**src/sv/mlpbp_pkg.sv**
```systemverilog
package mlpbp_pkg;

    localparam int NUM_W = 17;
    localparam int NUM_HW = 9;
    localparam int FRAC_BITS = 12;
    localparam logic signed [16:0] FX_ONE = 17'sd4096;
    localparam logic signed [16:0] LEAK_SLOPE = 17'sd819;
    localparam logic [11:0] LR_RESET = 12'd819;

    localparam logic [1:0] OP_TRAIN = 2'd0;
    localparam logic [1:0] OP_PREDICT = 2'd1;
    localparam logic [1:0] OP_WRITE = 2'd2;
    localparam logic [1:0] OP_NOP = 2'd3;

    localparam logic CFG_LEARN_RATE = 1'b0;
    localparam logic CFG_ACT_MODE = 1'b1;

    // Hidden weights first (bias, a, b per unit), then output weights (bias, h0..h2).
    localparam logic signed [15:0] W_INIT [NUM_W] = '{
        16'sd1229, 16'sd410, 16'sd0,
        -16'sd819, 16'sd1229, 16'sd410,
        -16'sd410, 16'sd0, 16'sd819,
        16'sd819, 16'sd1229, -16'sd410, -16'sd410,
        -16'sd1229, 16'sd1638, 16'sd410, 16'sd819
    };
    localparam logic [1:0] W_ROW [NUM_W] = '{
        2'd0, 2'd0, 2'd0, 2'd1, 2'd1, 2'd1, 2'd2, 2'd2, 2'd2,
        2'd0, 2'd0, 2'd0, 2'd0, 2'd1, 2'd1, 2'd1, 2'd1
    };
    localparam logic [1:0] W_COL [NUM_W] = '{
        2'd0, 2'd1, 2'd2, 2'd0, 2'd1, 2'd2, 2'd0, 2'd1, 2'd2,
        2'd0, 2'd1, 2'd2, 2'd3, 2'd0, 2'd1, 2'd2, 2'd3
    };

    typedef enum logic [11:0] {
        S_IDLE     = 12'b0000_0000_0001,
        S_FWD_MAC  = 12'b0000_0000_0010,
        S_FWD_RND  = 12'b0000_0000_0100,
        S_GATE_MUL = 12'b0000_0000_1000,
        S_GATE_RES = 12'b0000_0001_0000,
        S_ERR      = 12'b0000_0010_0000,
        S_BP_MAC   = 12'b0000_0100_0000,
        S_BP_RND   = 12'b0000_1000_0000,
        S_LR_MUL   = 12'b0001_0000_0000,
        S_UPD_MAC  = 12'b0010_0000_0000,
        S_UPD_WR   = 12'b0100_0000_0000,
        S_DONE     = 12'b1000_0000_0000
    } state_t;

    typedef enum logic [1:0] {
        P_HID  = 2'd0,
        P_OUT  = 2'd1,
        P_ODEL = 2'd2,
        P_HDEL = 2'd3
    } pass_t;

    typedef struct packed {
        logic en;
        logic load;
    } mac_ctl_t;

    function automatic logic signed [47:0] sx16(input logic signed [15:0] v);
        sx16 = {{32{v[15]}}, v};
    endfunction

    // Round half up to FRAC_BITS fraction bits.
    function automatic logic signed [47:0] rnd12(input logic signed [47:0] v);
        logic signed [47:0] s;
        s = v + 48'sd2048;
        rnd12 = s >>> FRAC_BITS;
    endfunction

    function automatic logic signed [47:0] rnd24(input logic signed [47:0] v);
        logic signed [47:0] s;
        s = v + 48'sd8388608;
        rnd24 = s >>> (2 * FRAC_BITS);
    endfunction

    // Returns {clipped, value}.
    function automatic logic [16:0] sat16(input logic signed [47:0] v);
        if (v > 48'sd32767)
            sat16 = {1'b1, 16'h7fff};
        else if (v < -48'sd32768)
            sat16 = {1'b1, 16'h8000};
        else
            sat16 = {1'b0, v[15:0]};
    endfunction

endpackage

```
**src/sv/mlpbp_mac.sv**
```systemverilog
module mlpbp_mac
    import mlpbp_pkg::*;
(
    input  logic                clk,
    input  logic                rst_n,
    input  mac_ctl_t            ctl,
    input  logic signed [29:0]  a,
    input  logic signed [16:0]  b,
    output logic signed [47:0]  acc
);

    logic signed [46:0] prod;
    logic signed [47:0] acc_reg;

    assign prod = a * b;
    assign acc = acc_reg;

    always_ff @(posedge clk or negedge rst_n)
    begin
        if (!rst_n)
        begin
            acc_reg <= '0;
        end
        else if (ctl.en)
        begin
            if (ctl.load)
                acc_reg <= {prod[46], prod};
            else
                acc_reg <= acc_reg + {prod[46], prod};
        end
    end

endmodule

```
**src/sv/mlp_backprop_train_step.sv**
```systemverilog
// Online trainer for a 2-3-2 perceptron with saturating Q4.12 arithmetic.
// Input words arrive on s_tvalid/s_tready; tuser carries the operation
// (train, predict, write weight) and tdata the features, targets and the
// weight to load. Every input word gives exactly one result word on
// m_tvalid/m_tready with both network outputs and a saturation flag.
// All arithmetic runs through one 30x17 multiply-accumulate unit under a
// small sequencer, one product per cycle. Predict runs the forward pass;
// train adds error, back-propagation and a pass rewriting all 17 weights,
// three steps each (learn-rate multiply, update multiply, write). Writes
// and NOPs go to done. s_tready is high only while the sequencer idles.
// The result sits in an output register, so a new word is accepted while
// the last result is still waiting; if the receiver stalls, the sequencer
// holds its finished result until the output register frees up.
// Reset loads the initial weights, learn rate 819 and plain ReLU.
// Configuration registers (learn rate, activation mode) are written through
// cfg_we/cfg_index/cfg_data and must only change while the block is idle.
module mlp_backprop_train_step
    import mlpbp_pkg::*;
(
    input  logic        clk,
    input  logic        rst_n,
    input  logic        cfg_we,
    input  logic [0:0]  cfg_index,
    input  logic [11:0] cfg_data,
    input  logic        s_tvalid,
    output logic        s_tready,
    // feature_a, feature_b, target_a, target_b, weight_index, weight_value, pad
    input  logic [87:0] s_tdata,
    // operation
    input  logic [1:0]  s_tuser,
    output logic        m_tvalid,
    input  logic        m_tready,
    // net_out_a, net_out_b, saturated, pad
    output logic [39:0] m_tdata
);

    state_t state_reg, state_next;
    pass_t  pass_reg;
    logic [1:0] u_reg, k_reg;
    logic [4:0] widx_reg;
    logic signed [15:0] w_reg [NUM_W];
    logic [11:0] lr_reg;
    logic mode_reg, train_reg, clip_reg;
    logic signed [15:0] x_reg [2];
    logic signed [15:0] tgt_reg [2];
    logic signed [15:0] hpre_reg [3];
    logic signed [15:0] hout_reg [3];
    logic signed [15:0] opre_reg [2];
    logic signed [15:0] oout_reg [2];
    logic signed [15:0] odel_reg [2];
    logic signed [15:0] hdel_reg [3];
    logic signed [15:0] gv_reg;
    logic gneg_reg;
    logic out_valid_reg;
    logic [32:0] out_data_reg;

    logic [4:0] rd_idx;
    logic signed [15:0] w_rd;
    mac_ctl_t mac_ctl;
    logic signed [29:0] mac_a;
    logic signed [16:0] mac_b;
    logic signed [47:0] acc;
    logic [16:0] sat_r12, sat_err, sat_upd;
    logic signed [47:0] r12;
    logic signed [15:0] gres, delta_sel, in_x;
    logic [1:0] k_m1, wcol, wrow;
    logic last_k, out_free, accept;

    assign s_tready = (state_reg == S_IDLE);
    assign accept = s_tvalid && s_tready;
    assign out_free = !out_valid_reg || m_tready;
    assign m_tvalid = out_valid_reg;
    assign m_tdata = {7'd0, out_data_reg};

    always_comb
    begin
        unique case (state_reg)
            S_FWD_MAC: rd_idx = (pass_reg == P_HID) ? 5'(u_reg) * 5'd3 + 5'(k_reg)
                                                    : 5'(5'd9 + u_reg * 3'd4 + k_reg);
            S_BP_MAC:  rd_idx = 5'(5'd10 + k_reg * 3'd4 + u_reg);
            default:   rd_idx = widx_reg;
        endcase
    end

    assign w_rd = w_reg[rd_idx];
    assign k_m1 = k_reg - 2'd1;
    assign wrow = W_ROW[widx_reg];
    assign wcol = W_COL[widx_reg];
    assign last_k = (pass_reg == P_HID) ? (k_reg == 2'd2) : (k_reg == 2'd3);

    assign r12 = rnd12(acc);
    assign sat_r12 = sat16(r12);
    assign sat_err = sat16(sx16(tgt_reg[u_reg[0]]) - sx16(oout_reg[u_reg[0]]));
    assign sat_upd = sat16(sx16(w_rd) + rnd24(acc));
    assign gres = !gneg_reg ? gv_reg : (mode_reg ? r12[15:0] : 16'sd0);

    always_comb
    begin
        delta_sel = (widx_reg < 5'(NUM_HW)) ? hdel_reg[wrow] : odel_reg[wrow[0]];
        if (widx_reg < 5'(NUM_HW))
            in_x = (wcol == 2'd1) ? x_reg[0] : x_reg[1];
        else
            in_x = hout_reg[wcol - 2'd1];
    end

    always_comb
    begin
        mac_ctl = '{en: 1'b0, load: 1'b1};
        mac_a = '0;
        mac_b = '0;
        unique case (state_reg)
            S_FWD_MAC:
            begin
                mac_ctl = '{en: 1'b1, load: (k_reg == 2'd0)};
                mac_a = 30'(w_rd);
                if (k_reg == 2'd0)
                    mac_b = FX_ONE;
                else if (pass_reg == P_HID)
                    mac_b = 17'(x_reg[k_m1[0]]);
                else
                    mac_b = 17'(hout_reg[k_m1]);
            end
            S_GATE_MUL:
            begin
                mac_ctl = '{en: 1'b1, load: 1'b1};
                mac_a = 30'(gv_reg);
                mac_b = LEAK_SLOPE;
            end
            S_BP_MAC:
            begin
                mac_ctl = '{en: 1'b1, load: (k_reg == 2'd0)};
                mac_a = 30'(w_rd);
                mac_b = 17'(odel_reg[k_reg[0]]);
            end
            S_LR_MUL:
            begin
                mac_ctl = '{en: 1'b1, load: 1'b1};
                mac_a = 30'(delta_sel);
                mac_b = {5'd0, lr_reg};
            end
            S_UPD_MAC:
            begin
                // The learn rate times delta fits in 28 signed bits.
                mac_ctl = '{en: 1'b1, load: 1'b1};
                mac_a = acc[29:0];
                mac_b = (wcol == 2'd0) ? FX_ONE : 17'(in_x);
            end
            default:
            begin
                mac_ctl = '{en: 1'b0, load: 1'b1};
            end
        endcase
    end

    mlpbp_mac u_mac (
        .clk   (clk),
        .rst_n (rst_n),
        .ctl   (mac_ctl),
        .a     (mac_a),
        .b     (mac_b),
        .acc   (acc)
    );

    always_comb
    begin
        state_next = state_reg;
        unique case (state_reg)
            S_IDLE:
            begin
                if (s_tvalid)
                    state_next = (s_tuser == OP_TRAIN || s_tuser == OP_PREDICT)
                                 ? S_FWD_MAC : S_DONE;
            end
            S_FWD_MAC:  state_next = last_k ? S_FWD_RND : S_FWD_MAC;
            S_FWD_RND:  state_next = S_GATE_MUL;
            S_GATE_MUL: state_next = S_GATE_RES;
            S_GATE_RES:
            begin
                unique case (pass_reg)
                    P_HID:  state_next = S_FWD_MAC;
                    P_OUT:  state_next = (u_reg != 2'd1) ? S_FWD_MAC
                                       : (train_reg ? S_ERR : S_DONE);
                    P_ODEL: state_next = (u_reg == 2'd1) ? S_BP_MAC : S_ERR;
                    P_HDEL: state_next = (u_reg == 2'd2) ? S_LR_MUL : S_BP_MAC;
                    default: state_next = S_IDLE;
                endcase
            end
            S_ERR:      state_next = S_GATE_MUL;
            S_BP_MAC:   state_next = (k_reg == 2'd1) ? S_BP_RND : S_BP_MAC;
            S_BP_RND:   state_next = S_GATE_MUL;
            S_LR_MUL:   state_next = S_UPD_MAC;
            S_UPD_MAC:  state_next = S_UPD_WR;
            S_UPD_WR:   state_next = (widx_reg == 5'(NUM_W - 1)) ? S_DONE : S_LR_MUL;
            S_DONE:     state_next = out_free ? S_IDLE : S_DONE;
            default:    state_next = S_IDLE;
        endcase
    end

    always_ff @(posedge clk or negedge rst_n)
    begin
        if (!rst_n)
        begin
            state_reg <= S_IDLE;
            pass_reg <= P_HID;
            u_reg <= '0;
            k_reg <= '0;
            widx_reg <= '0;
            lr_reg <= LR_RESET;
            mode_reg <= 1'b0;
            train_reg <= 1'b0;
            clip_reg <= 1'b0;
            out_valid_reg <= 1'b0;
            for (int i = 0; i < NUM_W; i++)
                w_reg[i] <= W_INIT[i];
        end
        else
        begin
            state_reg <= state_next;

            if (cfg_we)
            begin
                if (cfg_index == CFG_LEARN_RATE)
                    lr_reg <= cfg_data;
                else
                    mode_reg <= cfg_data[0];
            end

            if (state_reg == S_DONE && out_free)
                out_valid_reg <= 1'b1;
            else if (m_tready)
                out_valid_reg <= 1'b0;

            unique case (state_reg)
                S_IDLE:
                begin
                    if (s_tvalid)
                    begin
                        x_reg[0] <= s_tdata[15:0];
                        x_reg[1] <= s_tdata[31:16];
                        tgt_reg[0] <= s_tdata[47:32];
                        tgt_reg[1] <= s_tdata[63:48];
                        clip_reg <= 1'b0;
                        pass_reg <= P_HID;
                        u_reg <= '0;
                        k_reg <= '0;
                        widx_reg <= '0;
                        train_reg <= (s_tuser == OP_TRAIN);
                        oout_reg[0] <= '0;
                        oout_reg[1] <= '0;
                        if (s_tuser == OP_WRITE && s_tdata[68:64] < 5'(NUM_W))
                            w_reg[s_tdata[68:64]] <= s_tdata[84:69];
                    end
                end
                S_FWD_MAC:
                begin
                    k_reg <= last_k ? 2'd0 : k_reg + 2'd1;
                end
                S_FWD_RND:
                begin
                    clip_reg <= clip_reg | sat_r12[16];
                    gv_reg <= sat_r12[15:0];
                    gneg_reg <= sat_r12[15];
                    if (pass_reg == P_HID)
                        hpre_reg[u_reg] <= sat_r12[15:0];
                    else
                        opre_reg[u_reg[0]] <= sat_r12[15:0];
                end
                S_GATE_RES:
                begin
                    unique case (pass_reg)
                        P_HID:
                        begin
                            hout_reg[u_reg] <= gres;
                            if (u_reg == 2'd2)
                            begin
                                pass_reg <= P_OUT;
                                u_reg <= '0;
                            end
                            else
                                u_reg <= u_reg + 2'd1;
                        end
                        P_OUT:
                        begin
                            oout_reg[u_reg[0]] <= gres;
                            if (u_reg == 2'd1)
                            begin
                                pass_reg <= P_ODEL;
                                u_reg <= '0;
                            end
                            else
                                u_reg <= u_reg + 2'd1;
                        end
                        P_ODEL:
                        begin
                            odel_reg[u_reg[0]] <= gres;
                            if (u_reg == 2'd1)
                            begin
                                pass_reg <= P_HDEL;
                                u_reg <= '0;
                            end
                            else
                                u_reg <= u_reg + 2'd1;
                        end
                        P_HDEL:
                        begin
                            hdel_reg[u_reg] <= gres;
                            u_reg <= (u_reg == 2'd2) ? 2'd0 : u_reg + 2'd1;
                        end
                        default:
                        begin
                            u_reg <= '0;
                        end
                    endcase
                end
                S_ERR:
                begin
                    clip_reg <= clip_reg | sat_err[16];
                    gv_reg <= sat_err[15:0];
                    gneg_reg <= opre_reg[u_reg[0]][15];
                end
                S_BP_MAC:
                begin
                    k_reg <= (k_reg == 2'd1) ? 2'd0 : k_reg + 2'd1;
                end
                S_BP_RND:
                begin
                    // Hidden deltas see the output weights before any update.
                    clip_reg <= clip_reg | sat_r12[16];
                    gv_reg <= sat_r12[15:0];
                    gneg_reg <= hpre_reg[u_reg][15];
                end
                S_UPD_WR:
                begin
                    clip_reg <= clip_reg | sat_upd[16];
                    w_reg[widx_reg] <= sat_upd[15:0];
                    widx_reg <= widx_reg + 5'd1;
                end
                S_DONE:
                begin
                    if (out_free)
                        out_data_reg <= {clip_reg, oout_reg[1], oout_reg[0]};
                end
                default:
                begin
                end
            endcase
        end
    end

    a_state_onehot: assert property (@(posedge clk) disable iff (!rst_n)
        $onehot(state_reg))
        else $error("sequencer state is not one-hot");

    a_upd_index: assert property (@(posedge clk) disable iff (!rst_n)
        (state_reg == S_UPD_WR) |-> (widx_reg < 5'(NUM_W)))
        else $error("weight update index out of range");

    a_fwd_start: assert property (@(posedge clk) disable iff (!rst_n)
        (accept && (s_tuser == OP_TRAIN || s_tuser == OP_PREDICT))
        |=> (state_reg == S_FWD_MAC && k_reg == 2'd0 && pass_reg == P_HID))
        else $error("forward pass did not start after accept");

    a_result_from_done: assert property (@(posedge clk) disable iff (!rst_n)
        $rose(m_tvalid) |-> $past(state_reg == S_DONE))
        else $error("result word raised outside the done step");

    a_train_only_updates: assert property (@(posedge clk) disable iff (!rst_n)
        (state_reg == S_ERR || state_reg == S_LR_MUL) |-> train_reg)
        else $error("training step reached on a predict word");

endmodule
```
**config.mk**
```make
export PLATFORM = sky130hd
export DESIGN_NAME = mlp_backprop_train_step
export DESIGN_NICKNAME = d
export VERILOG_FILES = /design/src/sv/mlpbp_pkg.sv /design/src/sv/mlpbp_mac.sv /design/src/sv/mlp_backprop_train_step.sv
export SDC_FILE = /design/constraint.sdc
export NUM_CORES = 2
export LEC_CHECK = 0
export ABC_AREA = 1
export BUFFER_PORTS_ARGS = -buffer_cell sky130_fd_sc_hd__buf_4
export CORE_UTILIZATION = 55
export CTS_CLUSTER_DIAMETER = 150
export CTS_CLUSTER_SIZE = 8
export DETAILED_ROUTE_END_ITERATION = 6
export HOLD_SLACK_MARGIN = 0.03
export PLACE_DENSITY = 0.73
export SLEW_MARGIN = 20
export SYNTH_ARGS = -nofsm -noshare
export SYNTH_HDL_FRONTEND = slang
export SYNTH_SLANG_ARGS = --single-unit
export TNS_END_PERCENT = 30
```
**constraint.sdc**
```tcl
create_clock -name clk -period 14.7 [get_ports clk]
set_input_delay 0.735 -clock clk [delete_from_list [all_inputs] [get_ports clk]]
set_output_delay 0.735 -clock clk [all_outputs]
set_load 0.02 [all_outputs]
```
==> metrics.cfg <==
[cts]
path_clk_slew_ns=0.07
root_buffer=clkbuf_16
insertion_delay_ns=0.70
htreeDepth=3
ctsResizeCount=0
numCtsBuffers=90
post-cts-setup-buffer-count=0
cts_tree=yes
cts_buffer_depth=3
clock-sinks=638

[sta]
slew_headroom_pct=15.8
rsz0062_at_grt=false
post-route-period-util_pct=90.4
max_freq_mhz=75.2
post-route-min-period_ns=13.29
setup_viol=0
fin_hold_ws_ns=0.214
fin_tns_setup_ns=0
finalHoldViolations=0
slew_viol_final=0
clock_skew_ns=0.0464
tightest_slew_ns=1.26

[floorplanning]
fp.dieH_um=329
core_region_area_um2=106000
die_w_um=329
fp-row-count=119
start_util_pct=55.7
io_pins=150
dieArea_um2=108000

[place]
io_buffers=139
place_congestion=1.01
place_hpwl_um=151000

[min_path]
hold_path.class=in2reg

[global_route]
grt_max_degree=167
grt_pass1_wl_um=313000
antenna_found_initial=3
grt_overflow_total=0
grt_pass1_vias=52300
grt_use_total_pct=37.9

[synthesis]
syn_inst=7574
ys_async_sr_fraction_pct=56.3
synth_warnings=0
synth_enable_flop_cells=279
synth-main-ff-cell=edfxtp_1
synth_area_um2=58900
ys_ff_latch=638
synth-seq-area-share_pct=29.7
post_synth_num_cell_types=70
avgSynthCellArea_um2=7.77

[route]
firstDrtPassIters=7
vias=54000
drt_iter0_drc=6826
via_per_inst=5.97
wl_per_cell_um=22.6
drcViolationCount=14
wl_met3_um=24000
wl_met2_um=88500
ant_nets=0
wirelength_um=205000
wl_met1_um=81700
routed.top_layer=met5

[setup_path]
start_kind=flop
critPathKind=reg2reg
slowest_delay_ns=1.12
crit_slowest_cell=o31ai_1
required_ns=15.30
cp_data_arrival_time_ns=13.89
setup.worst_path.end_class=flop
crit_path_frequent_cell=nand2_1
crit_fanout=33

[run_status]
violations=design-rule violations
outcome=finished with violations

[power]
power_density_nw_per_um2=139
vdd_drop_max_v=0.000603
leakagePower_nw=29.9

[cells_and_area]
nets=8398
syn2layout_area_growth_pct=8.14
nFillCells=9528
final_layout_size_suffix_gt1_share_pct=8.88
largest_reg_flops=272

[flow_run]
maxCapViolCount=0

## cells in the mapped netlist, types with 52 or more instances
master	count	area, um^2
xor2_1	99	867
o211ai_1	52	390
nand3_1	401	2010
a31oi_1	59	369
a21oi_1	860	4300
o21ai_0	236	1180
inv_1	1102	4140
edfxtp_1	279	8380
dfstp_2	119	3130
nand2_1	1765	6630
nor2_1	731	2740
dfrtp_1	240	6010
fa_1	497	9950
clkbuf_1	193	724
ha_1	226	2830
buf_2	79	395
## logic make-up (layout without fill, tap and decap cells)
group,Yosys count,after routing,share of synthesized area (%)
and+or+nand+nor,3102,3102,21.8
buffers and inverters,1502,1565,10.2
AOI/OAI and AO/OA,1455,1455,14.2
adders and majority gates,723,723,21.7
DFF,638,638,29.7
xor gates and xnor gates,125,125,1.86
muxes,28,28,0.497
other,1,8,0.00637
## final cells by class
cell class,instances,area [um^2],area share [%]
tap,1391,1740,2.73
clock buffer,160,2520,3.97
clock inverter,8,178,0.279
sequential,638,17500,27.5
multi-input combinational,5440,35500,55.8
inverter,1155,4340,6.81
antenna,1,2.50,0.00393
timing repair buffer,242,1850,2.91
## per-stage QoR
stage / std cells / area, um^2 / worst slack, ns / utilization (%) / total power [mW]
6_report: 9035 / 63700 / 1.41 / 60.2 / 8.84
5_1_grt: 9034 / 63700 / 0.635 / 60.2 / 9.16
4_1_cts: 9033 / 63600 / 1.61 / 60.2 / 8.63
3_5_place_dp: 8864 / 60900 / 1.63 / 57.6 / 6.60
3_3_place_gp: 8863 / 60900 / 1.78 / 57.6 / 6.56
2_1_floorplan: 7580 / 58900 / 4.46 / - / 4.96
## worst paths after layout
path	start	end	slack (ns)	cells after the start
setup / recovery	u_reg[1]	u_mac.acc[39]	1.41	48
hold reg to reg	oout_reg[0][8]	m_tdata[8]	0.45	0
setup reg to reg	u_reg[1]	u_mac.acc[39]	1.41	48
hold / removal	s_tdata[36]	tgt_reg[0][4]	0.21	1
min in group asynchronous	rst_n	w_reg[147]	0.56	2
max in group asynchronous	rst_n	u_mac.acc[40]	11.76	4
## layer usage
layer  GRT usage [%]  up-vias
met5           0.261        -
met4            16.7        8
met3            9.33      530
met2            56.7     3204
met1            52.1    25900
li1                -    24300
## layout by cell type, fill, tap and decap left out, types with 19 or more instances in the layout
cell,synthesis,layout
inv_2,43,43
o21a_1,28,28
inv_1,1102,1102
xor2_1,99,99
a31oi_1,59,59
nor2_1,731,716
dfrtp_1,240,239
clkbuf_16,0,90
edfxtp_1,279,279
o21ai_0,236,234
clkbuf_1,193,69
ha_1,226,226
buf_4,32,238
a21oi_2,31,31
xnor2_1,26,26
nand3_1,401,401
nand2_2,18,19
a21oi_1,860,860
nor3_1,46,42
o211ai_1,52,52
o22ai_1,39,36
fa_1,497,497
nand2_1,1765,1764
nand4_1,41,41
nor2_2,10,22
dfstp_2,119,119
## repair_timing
item	4_1_cts	5_1_grt
endpoints found under the hold margin	12	0
endpoints found under the setup margin	0	0
hold buffers	1	0
## worst max-delay path: cells and delay by family (launching register included)
kind	cells	cell delay [ns]
XOR/XNOR	1	0.33
flip-flops	1	0.48
AND/OR/NAND/NOR	15	2.25
buffers and inverters	8	1.28
adder cells (fa/ha/maj)	11	4.77
AO/OA/AOI/OAI	13	4.07
## report_power, final
| group | total, mW | internal [mW] | switching, mW |
|---|---|---|---|
| Combinational | 4.41 | 0.977 | 3.43 |
| Clock | 2.04 | 1.20 | 0.843 |
| Sequential | 2.40 | 2.14 | 0.258 |
| Total | 8.84 | 4.31 | 4.53 |
(Power assumes the default switching activity.)
